$ cat src/hw/rtl/lfsc_pkg.sv
// ----------------------------------------------------------------------------
// lfsc_pkg
// Shared types and constants of the line-follow step controller.
// ----------------------------------------------------------------------------
`default_nettype none

package lfsc_pkg;

  localparam int AngleW   = 14;
  localparam int OffsetW  = 11;
  localparam int HeadingW = 15;
  localparam int SpeedW   = 16;
  localparam int SideW    = 27;
  localparam int TurnW    = 24;
  localparam int CountW   = 8;
  localparam int DistW    = 40;
  localparam int LostW    = 6;
  localparam int CfgIdxW  = 3;
  localparam int CfgDataW = 16;

  // Heading math runs on 17-bit signed differences, 1/64 degree units.
  localparam int DiffW = HeadingW + 2;
  localparam logic signed [DiffW-1:0] CornerAngle = 17'sd5440;   // 85 deg
  localparam logic signed [DiffW-1:0] HalfTurn    = 17'sd11520;  // 180 deg
  localparam logic signed [DiffW-1:0] FullTurn    = 17'sd23040;  // 360 deg

  localparam logic signed [TurnW-1:0] CornerTurnRate = 24'sd32768;  // 0.5 in Q.16
  localparam logic [LostW-1:0]        LostExit       = 6'd15;
  localparam logic [LostW-1:0]        LostStop       = 6'd30;

  // floor(3*c/10) == (c * SlowMul) >> SlowShift for every 16-bit c
  localparam int                SlowShift = 19;
  localparam logic [17:0]       SlowMul   = 18'd157287;

  // Reset values of the configuration registers
  localparam logic [3:0]          ExitEnRst   = 4'd0;
  localparam logic [CountW-1:0]   TargetRst   = 8'd4;
  localparam logic [SpeedW-1:0]   CruiseRst   = 16'd13107;
  localparam logic [SpeedW-1:0]   HGainRst    = 16'd3277;
  localparam logic [SpeedW-1:0]   OGainRst    = 16'd197;

  // exit_enables bit positions
  localparam int ExitObstacle = 0;
  localparam int ExitRed      = 1;
  localparam int ExitLost     = 2;
  localparam int ExitCorner   = 3;

  typedef enum logic [1:0] {
    CMD_NONE      = 2'd0,
    CMD_MOVE      = 2'd1,
    CMD_FREE_WALK = 2'd2,
    CMD_STOP      = 2'd3
  } drive_cmd_t;

  typedef enum logic [CfgIdxW-1:0] {
    REG_EXIT_EN  = 3'd0,
    REG_TARGET   = 3'd1,
    REG_CRUISE   = 3'd2,
    REG_HGAIN    = 3'd3,
    REG_OGAIN    = 3'd4
  } cfg_reg_t;

  // Steering products handed from the arithmetic unit to the control logic
  typedef struct packed {
    logic [SpeedW-1:0]       slow_speed;
    logic signed [SideW-1:0] side;
    logic signed [TurnW-1:0] turn;
  } steer_t;

endpackage

`default_nettype wire

$ cat src/hw/rtl/lfsc_steer.sv
// ----------------------------------------------------------------------------
// lfsc_steer
// Steering arithmetic: turn rate and side speed from the line, slow speed.
// ----------------------------------------------------------------------------
`default_nettype none

module lfsc_steer (
  input  var logic signed [lfsc_pkg::AngleW-1:0]  line_angle,
  input  var logic signed [lfsc_pkg::OffsetW-1:0] line_offset,
  input  var logic [lfsc_pkg::SpeedW-1:0]         cruise_speed,
  input  var logic [lfsc_pkg::SpeedW-1:0]         heading_gain,
  input  var logic [lfsc_pkg::SpeedW-1:0]         offset_gain,
  output lfsc_pkg::steer_t                        steer
);
  import lfsc_pkg::*;

  logic signed [30:0] angle_prod;
  logic signed [30:0] angle_adj;
  logic signed [24:0] angle_q;
  logic signed [25:0] turn_neg;
  logic signed [27:0] side_prod;
  logic [33:0]        slow_prod;

  // angle * gain / 64, truncated toward zero, then negated
  assign angle_prod = line_angle * $signed({1'b0, heading_gain});
  assign angle_adj  = angle_prod + (angle_prod[30] ? 31'sd63 : 31'sd0);
  assign angle_q    = angle_adj[30:6];
  assign turn_neg   = -$signed({angle_q[24], angle_q});

  assign side_prod  = line_offset * $signed({1'b0, offset_gain});
  assign slow_prod  = cruise_speed * SlowMul;

  always_comb begin
    if (turn_neg > 26'sd8388607) begin
      steer.turn = 24'sh7FFFFF;
    end else if (turn_neg < -26'sd8388608) begin
      steer.turn = 24'sh800000;
    end else begin
      steer.turn = turn_neg[TurnW-1:0];
    end

    if (side_prod > 28'sd67108863) begin
      steer.side = 27'sh3FFFFFF;
    end else if (side_prod < -28'sd67108864) begin
      steer.side = 27'sh4000000;
    end else begin
      steer.side = side_prod[SideW-1:0];
    end

    steer.slow_speed = {1'b0, slow_prod[33:SlowShift]};
  end

endmodule

`default_nettype wire

$ cat src/hw/rtl/line_follow_step_controller.sv
// ----------------------------------------------------------------------------
// line_follow_step_controller
// Per-frame line-follow decision: exits, corner turns, steering, odometry.
// ----------------------------------------------------------------------------
// One input transfer per camera frame gives exactly one result transfer.
// The block takes a new frame every clock cycle while in_tready is high; a
// frame passes through the input register, then the result register,
// and the lost-frame counter, corner mode and distance sum are updated in
// the same cycle the result register loads, so back-to-back frames see
// each other's state. in_tready drops only when both the input register
// and the result register are full and out_tready is low. in_tuser carries
// frame_ok; with frame_ok low the state is left alone and the result shows
// drive command "none" with the current corner count and distance.
// Configuration writes are always taken (cfg_ready is tied high) and must
// happen while no frame is in flight. Angles are in 1/64 degree, speeds and
// gains in Q.16.
// ----------------------------------------------------------------------------
`default_nettype none

module line_follow_step_controller (
  input  var logic         clk,
  input  var logic         rst_n,
  // input stream
  input  var logic         in_tvalid,
  output logic             in_tready,
  // [0] line_valid, [1] line_top_ok, [15:2] line_angle, [26:16] line_offset,
  // [41:27] heading, [42] obstacle_seen, [43] red_circle_seen, [47:44] zero
  input  var logic [47:0]  in_tdata,
  // [0] frame_ok
  input  var logic         in_tuser,
  // result stream
  output logic             out_tvalid,
  input  var logic         out_tready,
  // [0] leave, [16:1] fwd_speed, [43:17] side_speed, [67:44] turn_rate,
  // [75:68] corners_done, [115:76] distance_sum, [119:116] zero
  output logic [119:0]     out_tdata,
  // [1:0] drive_cmd
  output logic [1:0]       out_tuser,
  // configuration writes
  input  var logic         cfg_valid,
  output logic             cfg_ready,
  input  var logic [lfsc_pkg::CfgIdxW-1:0]  cfg_index,
  input  var logic [lfsc_pkg::CfgDataW-1:0] cfg_data
);
  import lfsc_pkg::*;

  // ---------------- configuration registers ----------------
  logic [3:0]        exit_en_r;
  logic [CountW-1:0] target_r;
  logic [SpeedW-1:0] cruise_r;
  logic [SpeedW-1:0] hgain_r;
  logic [SpeedW-1:0] ogain_r;

  assign cfg_ready = 1'b1;

  always_ff @(posedge clk) begin
    if (!rst_n) begin
      exit_en_r <= ExitEnRst;
      target_r  <= TargetRst;
      cruise_r  <= CruiseRst;
      hgain_r   <= HGainRst;
      ogain_r   <= OGainRst;
    end else if (cfg_valid) begin
      unique case (cfg_reg_t'(cfg_index))
        REG_EXIT_EN: exit_en_r <= cfg_data[3:0];
        REG_TARGET:  target_r  <= cfg_data[CountW-1:0];
        REG_CRUISE:  cruise_r  <= cfg_data;
        REG_HGAIN:   hgain_r   <= cfg_data;
        REG_OGAIN:   ogain_r   <= cfg_data;
        default: ;  // writes past the register list are dropped
      endcase
    end
  end

  // ---------------- pipeline control ----------------
  logic s1_valid_r;
  logic out_valid_r;
  logic pipe_en;     // result register may load
  logic commit;      // frame in the input register moves to the result

  assign pipe_en   = !out_valid_r || out_tready;
  assign in_tready = !s1_valid_r || pipe_en;
  assign commit    = s1_valid_r && pipe_en;

  // ---------------- input register ----------------
  logic                       s1_frame_r;
  logic                       s1_line_valid_r;
  logic                       s1_top_ok_r;
  logic signed [AngleW-1:0]   s1_angle_r;
  logic signed [OffsetW-1:0]  s1_offset_r;
  logic signed [HeadingW-1:0] s1_heading_r;
  logic                       s1_obstacle_r;
  logic                       s1_red_r;

  always_ff @(posedge clk) begin
    if (!rst_n) begin
      s1_valid_r <= 1'b0;
    end else if (in_tready) begin
      s1_valid_r <= in_tvalid;
    end
  end

  always_ff @(posedge clk) begin
    if (in_tready && in_tvalid) begin
      s1_frame_r      <= in_tuser;
      s1_line_valid_r <= in_tdata[0];
      s1_top_ok_r     <= in_tdata[1];
      s1_angle_r      <= in_tdata[15:2];
      s1_offset_r     <= in_tdata[26:16];
      s1_heading_r    <= in_tdata[41:27];
      s1_obstacle_r   <= in_tdata[42];
      s1_red_r        <= in_tdata[43];
    end
  end

  // ---------------- controller state ----------------
  logic [LostW-1:0]           lost_r, lost_nxt;
  logic                       cornering_r, cornering_nxt;
  logic signed [HeadingW-1:0] start_heading_r, start_heading_nxt;
  logic [CountW-1:0]          corner_total_r, corner_total_nxt;
  logic [DistW-1:0]           dist_r, dist_nxt;

  always_ff @(posedge clk) begin
    if (!rst_n) begin
      lost_r          <= '0;
      cornering_r     <= 1'b0;
      start_heading_r <= '0;
      corner_total_r  <= '0;
      dist_r          <= '0;
    end else if (commit) begin
      lost_r          <= lost_nxt;
      cornering_r     <= cornering_nxt;
      start_heading_r <= start_heading_nxt;
      corner_total_r  <= corner_total_nxt;
      dist_r          <= dist_nxt;
    end
  end

  // ---------------- steering arithmetic ----------------
  steer_t steer;

  lfsc_steer u_steer (
    .line_angle   (s1_angle_r),
    .line_offset  (s1_offset_r),
    .cruise_speed (cruise_r),
    .heading_gain (hgain_r),
    .offset_gain  (ogain_r),
    .steer        (steer)
  );

  // ---------------- per-frame helpers ----------------
  logic [DistW:0]             dist_sum;
  logic [DistW-1:0]           dist_sat;
  logic [LostW-1:0]           lost_upd;
  logic                       start_now;
  logic                       corner_active;
  logic signed [HeadingW-1:0] base_heading;
  logic signed [DiffW-1:0]    diff, wrap_hi, wrap_lo, diff_mag;
  logic                       corner_reached;
  logic [CountW-1:0]          total_inc;

  // distance saturates at all ones
  assign dist_sum = {1'b0, dist_r} + (DistW+1)'(cruise_r);
  assign dist_sat = dist_sum[DistW] ? '1 : dist_sum[DistW-1:0];

  // lost counter: saturating increment on no line, clear on a line
  assign lost_upd = s1_line_valid_r ? '0 :
                    ((lost_r == '1) ? lost_r : lost_r + 1'b1);

  // corner begins on a valid line missing at the top of the image
  assign start_now     = !cornering_r && s1_line_valid_r && !s1_top_ok_r;
  assign corner_active = cornering_r || start_now;
  assign base_heading  = start_now ? s1_heading_r : start_heading_r;

  // heading change wrapped once each way into +-180 degrees
  assign diff    = DiffW'(s1_heading_r) - DiffW'(base_heading);
  assign wrap_hi = (diff > HalfTurn) ? diff - FullTurn : diff;
  assign wrap_lo = (wrap_hi < -HalfTurn) ? wrap_hi + FullTurn : wrap_hi;
  assign diff_mag = wrap_lo[DiffW-1] ? -wrap_lo : wrap_lo;
  assign corner_reached = diff_mag >= CornerAngle;

  assign total_inc = (corner_total_r == '1) ? corner_total_r : corner_total_r + 1'b1;

  // ---------------- decision ----------------
  logic                    res_leave;
  drive_cmd_t              res_cmd;
  logic [SpeedW-1:0]       res_fwd;
  logic signed [SideW-1:0] res_side;
  logic signed [TurnW-1:0] res_turn;
  logic                    corner_handled;

  always_comb begin
    lost_nxt          = lost_r;
    cornering_nxt     = cornering_r;
    start_heading_nxt = start_heading_r;
    corner_total_nxt  = corner_total_r;
    dist_nxt          = dist_r;
    res_leave         = 1'b0;
    res_cmd           = CMD_NONE;
    res_fwd           = '0;
    res_side          = '0;
    res_turn          = '0;
    corner_handled    = 1'b0;

    if (s1_frame_r) begin
      dist_nxt = dist_sat;
      priority if (exit_en_r[ExitObstacle] && s1_obstacle_r) begin
        res_leave = 1'b1;
      end else if (exit_en_r[ExitRed] && s1_red_r) begin
        res_leave = 1'b1;
      end else begin
        lost_nxt = lost_upd;
        if (exit_en_r[ExitLost] && (lost_upd > LostExit)) begin
          res_leave = 1'b1;
        end else begin
          if (exit_en_r[ExitCorner] && corner_active) begin
            corner_handled    = 1'b1;
            start_heading_nxt = base_heading;
            if (corner_reached) begin
              corner_total_nxt = total_inc;
              cornering_nxt    = 1'b0;
              res_cmd          = CMD_FREE_WALK;
              res_leave        = (total_inc >= target_r);
            end else begin
              cornering_nxt = 1'b1;
              res_cmd       = CMD_MOVE;
              res_fwd       = steer.slow_speed;
              res_turn      = CornerTurnRate;
            end
          end
          if (!corner_handled) begin
            priority if (!s1_line_valid_r) begin
              res_cmd = (lost_upd > LostStop) ? CMD_STOP : CMD_NONE;
            end else if (s1_top_ok_r) begin
              res_cmd  = CMD_MOVE;
              res_fwd  = cruise_r;
              res_turn = steer.turn;
              res_side = steer.side;
            end else begin
              // line runs out at the top: creep toward the corner
              res_cmd = CMD_MOVE;
              res_fwd = steer.slow_speed;
            end
          end
        end
      end
    end
  end

  // ---------------- result register ----------------
  logic [119:0] out_tdata_r;
  logic [1:0]   out_tuser_r;

  always_ff @(posedge clk) begin
    if (!rst_n) begin
      out_valid_r <= 1'b0;
    end else if (pipe_en) begin
      out_valid_r <= s1_valid_r;
    end
  end

  always_ff @(posedge clk) begin
    if (commit) begin
      out_tdata_r <= {4'b0, dist_nxt, corner_total_nxt, res_turn, res_side,
                      res_fwd, res_leave};
      out_tuser_r <= res_cmd;
    end
  end

  assign out_tvalid = out_valid_r;
  assign out_tdata  = out_tdata_r;
  assign out_tuser  = out_tuser_r;

endmodule

`default_nettype wire
$ cat config.mk
export PLATFORM = sky130hd
export DESIGN_NAME = line_follow_step_controller
export DESIGN_NICKNAME = d
export VERILOG_FILES = /design/src/hw/rtl/lfsc_pkg.sv /design/src/hw/rtl/lfsc_steer.sv /design/src/hw/rtl/line_follow_step_controller.sv
export SDC_FILE = /design/constraint.sdc
export NUM_CORES = 2
export LEC_CHECK = 0
export BUFFER_PORTS_ARGS = -buffer_cell sky130_fd_sc_hd__buf_2
export CORE_ASPECT_RATIO = 1.25
export CORE_UTILIZATION = 30
export CTS_CLUSTER_SIZE = 12
export DETAILED_ROUTE_END_ITERATION = 16
export PLACE_DENSITY = 0.44
export REMOVE_ABC_BUFFERS = 1
export SYNTH_ARGS = -nofsm -noshare
export SYNTH_HDL_FRONTEND = slang
export SYNTH_HIERARCHICAL = 1
export SYNTH_SLANG_ARGS = --single-unit
export TNS_END_PERCENT = 20
$ cat constraint.sdc
create_clock -name clk -period 9 [get_ports clk]
set_clock_uncertainty 0.05 [all_clocks]
set_input_delay 2.7 -clock clk [delete_from_list [all_inputs] [get_ports clk]]
set_output_delay 2.7 -clock clk [all_outputs]
set_load 0.005 [all_outputs]
Word level (Yosys, flattened, before mapping) --
Index checks and enable logic that the tools add are counted.
Storage, ports and cells: bits in registers 295, bits in latches 0, memory bits (writable) 0, ROM bits 0, input bits 73, output and inout bits 125, word-level logic and storage cells 132, memories kept 0
Cells by class: add/sub/neg operators 9, $mul 3, divide/modulo/power cells 0, order comparisons 10, eq/ne operators 6, shift operators 0, mux-type cells 46, bitwise logic cells 6, reduce and logical (&&, ||, !) cells 26
Operator list (number):
- 24-bit two-way mux | 5
- 16-bit two-way mux | 5
- 40-bit two-way mux | 2
- 8-bit two-way mux | 7
- 17-bit two-way mux | 3
- 15-bit two-way mux | 3
- 40-bit by 16-bit adder with 41-bit output | 1
- 16-bit by 18-bit multiplier with 34-bit output (second input constant) | 1
- 31-bit by 7-bit adder with 31-bit output | 1
- 14-bit by 17-bit multiplier with 31-bit output | 1
- 28-bit by 27-bit greater-than comparator with 1-bit output (second input constant) | 1
- 28-bit by 27-bit less-than comparator with 1-bit output (second input constant) | 1
- 11-bit by 17-bit multiplier with 28-bit output | 1
- 27-bit two-way mux | 1
- 26-bit by 24-bit greater-than comparator with 1-bit output (second input constant) | 1
- 26-bit by 24-bit less-than comparator with 1-bit output (second input constant) | 1
- 26-bit two-way mux | 1
- 25-bit negation with 26-bit output | 1
- 6-bit two-way mux | 3
- 17-bit by 16-bit adder with 17-bit output (second input constant) | 1
- 17-bit by 14-bit >= comparator with 1-bit output (second input constant) | 1
- 17-bit by 15-bit less-than comparator with 1-bit output (second input constant) | 1
- 17-bit negation | 1
- 16-bit by 16-bit subtractor with 17-bit output (second input constant) | 1
- other kinds (25) | 61

Depth between registers and ports, before layout --
depth after elaboration 18, depth in mapped cells 39, gate-level depth less buffers 35

Cells and area by module --
The synthesis kept the hierarchy.
By module, submodules not included:
- lfsc_steer | instances 1, cells each 2133, area each 18973.2 um^2, seq. area each 0.0 um^2
- line_follow_step_controller | instances 1, cells each 1424, area each 14182.4 um^2, seq. area each 7537.2 um^2

Least setup slack after synthesis --
No wires, ideal clock.
path kind register -> register, from register s1_angle_r[13], to register out_tdata_r[59], in the netlist out_tdata[59], data pin, library setup time 0.256 ns, arrival 9.197 ns, path slack -0.503 ns, cell stages (with the launch flop) 35, path through edfxtp_1 -> clkbuf_1 -> nor2b_1 -> fa_1 -> fa_1 -> fa_1 -> fa_1 -> fa_1 -> inv_1 -> fa_1 -> inv_1 -> ha_1 -> a21oi_2 -> o22ai_1 -> a221oi_4 -> o21a_1 -> and3_4 -> xor2_1 -> ha_1 -> nor4b_1 -> nand3_1 -> nand2_1 -> a31oi_2 -> a211oi_4 -> xnor2_1 -> ha_1 -> a21boi_0 -> o21a_1 -> clkbuf_1 -> and3_1 -> nor2_1 -> a221oi_2 -> buf_6 -> o21ai_2 -> a22o_1
RTL lines:
- start: declaration | line line_follow_step_controller.sv:89 | logic signed [AngleW-1:0] s1_angle_r;
- start signal: assignment | line line_follow_step_controller.sv:108 | s1_angle_r <= in_tdata[15:2];
- end signal: assignment | line line_follow_step_controller.sv:264 | out_tdata_r <= {4'b0, dist_nxt, corner_total_nxt, res_turn, res_side,
- end: declaration | line line_follow_step_controller.sv:251 | logic [119:0] out_tdata_r;

==> results.yml <==
worst_setup_path:
  cp-start-kind: "flip-flop"
  reg2regPathDepth: 37
  slowest_delay_ns: 0.58
  rr_startpoint: "s1_angle_r[2]"
  critical_path.max_fanout: 6
  r2r_slack_ns: 0.07
  required_ns: 9.31
  crit_top_cell: "fa_1"
  cp_data_arrival_time_ns: 9.24
  critical_path_class: "reg -> reg"
  cp-end-kind: "flip-flop"
  r2r_end: "out_tdata[46]"
  cpMaxStageDelayCell: "fa_1"
hold_path:
  min_to: "target_r[1]"
  worstHoldStart: "target_r[1]"
  holdPathStages: 2
  hp-class: "reg -> reg"
die:
  dieArea_um2: 111900
  fp.dieH_um: 373.7
  start_util: 0.3021
  dieWidth_um: 299.3
  core_um2: 109800
  row_count: 136
  io_pins: 198
synth:
  synth_area_per_cell_um2: 9.321
  synthCells: 3557
  synthSimpleGateAreaFrac: 0.1782
  yosysWarnings: 6
  synth_xor_area_frac: 0.03978
  synth_cell_types: 105
  synth_compound_area_frac: 0.1128
  netlist_area_um2: 33160
  synth_adder_area_share: 0.3605
  ys_ff_latch: 295
  synth_top_family_by_area: "adder cells"
  async_flop_share: 0
  ys.flop_type: "edfxtp_1"
  synth_edf_count: 163
  synth-seq-area-share: 0.2273
  synthMuxAreaShare: 0.008151
final_layout:
  area_growth_pct: 17.21
  layoutNonFillerInstCount: 5345
  nNetsFinal: 4663
  design_area_um2: 38860
  drive_gt1_frac: 0.1614
clocking:
  h-tree-depth: 2
  clk_path_buf_depth: 3
  ctsHoldBuffers: 0
  cts.sinks: 295
  cts_made_buffers: 39
  cts-root-buf: "clkbuf_16"
  insertion_delay_ns: 0.60
  cts_tree: "built"
  clk_pin_slew_ns: 0.06
timing:
  finalSetupTns_ns: 0
  period_minus_slack_ns: 8.935
  slew_violations: 0
  slew_headroom: 0.2579
  fin_ws_ns: 0.06519
  min_period_over_period: 0.9928
  setup_viol: 0
  worst_slew_pin_slew_ns: 1.106
  rsz0062_at_grt: "yes"
  hold_viol_final: 0
  max_freq_ghz: 0.1119
place:
  dpl-instance-area_um2: 36750
  dp_slack_ns: -0.4515
  dp_hpwl_mm: 75.63
  portBuffers: 188
  place_inst: 5239
  gp_congestion: 0.8240
routing:
  drtPass1Iterations: 5
  route.detailed.drc: 0
  wirelength_mm: 94.78
  drtIter0Drc: 1008
  wl_per_cell_um: 17.73
  vias: 25350
  ant_nets: 0
  vias_per_cell: 4.743
power:
  comb_power_share: 0.686
  power_mw: 10.24
  ir_worst_vdd_uv: 257.8
  sw_frac_of_total: 0.4487
  pwr_density_cell_nw_per_um2: 263.4
  power_frac_seq: 0.152
  switchingPower_mw: 4.592
  internal_power_mw: 5.643
  clock_power_share: 0.161
  power.static_leakage_nw: 17.58
global_routing:
  antenna_found_initial: 17
  overflow: 0
  grt_max_degree: 68
  grt_pass1_wl_mm: 148.9
  grt_use_total: 0.1707
  grt_pass1_vias: 26650
outcome:
  run_status: "finished, final reports clean"
flow_run:
  drv_cap: 0
==> cell usage after synthesis (10+ instances only) <==
cell type	count	area, um2
nand2b_1	58	362.9
inv_1	479	1798
and3_1	29	181.4
ha_1	356	4454
nor2b_1	40	250.2
nor3_1	45	225.2
a21o_1	24	180.2
xnor2_1	87	762.0
a31oi_1	23	143.9
a2111oi_0	10	87.58
nand3_1	72	360.4
a21oi_1	162	810.8
fa_1	374	7487
and2_1	249	1558
a32o_1	16	160.2
clkbuf_1	116	435.4
o31ai_1	12	90.09
o21a_1	26	195.2
o21ai_2	20	175.2
or2_2	10	62.56
nand2_1	438	1644
mux2i_1	18	180.2
a211oi_1	23	172.7
or3_1	19	118.9
o211ai_1	14	105.1
xor2_1	61	534.3
edfxtp_1	163	4895
dfxtp_1	132	2643
nor2_1	162	608.1
o21ai_0	101	505.5
==> metrics by stage <==
step / util / hold slack [ns]
after detailed placement: 0.3348 / 0.4008
after global placement: 0.3348 / 0.3958
final: 0.3541 / 0.4078
after floorplan: - / 0.3863
after CTS: 0.3508 / 0.4104
after global routing: 0.3540 / 0.4332
==> what timing repair did <==
action / CTS / global route
pin swaps: 23 / 44
setup endpoints to repair: 24 / 23
buffers inserted: 15 / 14
gates resized for setup: 42 / 76
cloned: 3 / 1
==> cell type report <==
| cell class | instances | area, um2 |
|---|---|---|
| diodes | 5 | 12.51 |
| clock buffers | 54 | 1125 |
| clock inverters | 18 | 196.4 |
| fillers | 11430 | 70890 |
| inverters | 480 | 1807 |
| multi-input cells | 2645 | 23660 |
| flip-flops and latches | 295 | 7548 |
| well taps | 1449 | 1813 |
| repair buffers | 399 | 2696 |
==> cells in the final DEF (no fill, tap or decap), drive strengths merged, types with 10 or more instances in the layout <==
cell	n
a2111oi	13
a211oi	26
a21o	24
a21oi	165
a31oi	25
a32o	16
and2	251
and3	30
buf	398
clkbuf	54
clkinv	10
dfxtp	132
edfxtp	163
fa	374
ha	356
inv	486
mux2i	18
nand2	439
nand2b	58
nand3	74
nor2	162
nor2b	40
nor3	47
o211ai	16
o21a	26
o21ai	130
o31ai	13
or2	12
or3	20
xnor2	87
xor2	61
==> cell families after synthesis <==
logic type / Yosys count
simple gates: 1185
fa+ha+maj: 731
buf+inv: 620
compound gates: 548
flops: 295
xor+xnor: 149
mux: 26
other cells: 3
==> worst max-delay path: cells and delay by family, from the launching register on <==
kind                     cells  cell delay (ns)
adder cells (fa/ha/maj)      8             3.73
AND/OR/NAND/NOR             10             2.04
AO/OA/AOI/OAI                8             1.17
buffers and inverters        9             0.89
flip-flops                   1             0.43
XOR/XNOR                     2             0.37
==> routing by layer <==
layer | global-route usage | part of all wire
met5 | 0 | 0.0011
met4 | 0.04678 | 0.025
met3 | 0.02849 | 0.042
met2 | 0.3152 | 0.52
met1 | 0.2006 | 0.41
==> worst max path at each step <==
stage / from / endpoint / slack, ns / cells past startpoint
2_1_floorplan: s1_angle_r[13] / out_tdata[46] / -1.27 / 31
3_3_place_gp: s1_angle_r[4] / out_tdata[59] / -0.45 / 35
3_5_place_dp: s1_angle_r[4] / out_tdata[59] / -0.45 / 33
4_1_cts: s1_angle_r[3] / out_tdata[52] / 0.003 / 37
5_1_grt: s1_angle_r[2] / out_tdata[65] / -0.27 / 38
6_report: s1_angle_r[2] / out_tdata[46] / 0.07 / 37
==> state kept, by name (all words and copies together), names as in the netlist, 2 cells and up <==
register	count
exit_en_r	4
lost_r	6
dist_r	40
s1_angle_r	14
corner_total_r	8
target_r	8
out_tdata	116
s1_offset_r	11
s1_heading_r	15
cruise_r	16
start_heading_r	15
out_tuser	2
hgain_r	16
ogain_r	16
==> power by group through the flow <==
stage / Clock (mW) / Combinational [mW] / Sequential (mW)
2_1_floorplan: 0 / 4.34 / 1.58
3_3_place_gp: 0 / 6.67 / 1.59
3_5_place_dp: 0 / 6.65 / 1.59
4_1_cts: 1.73 / 6.96 / 1.56
5_1_grt: 1.76 / 7.89 / 1.57
6_report: 1.65 / 7.02 / 1.56
Power figures use the tool's default switching activity.
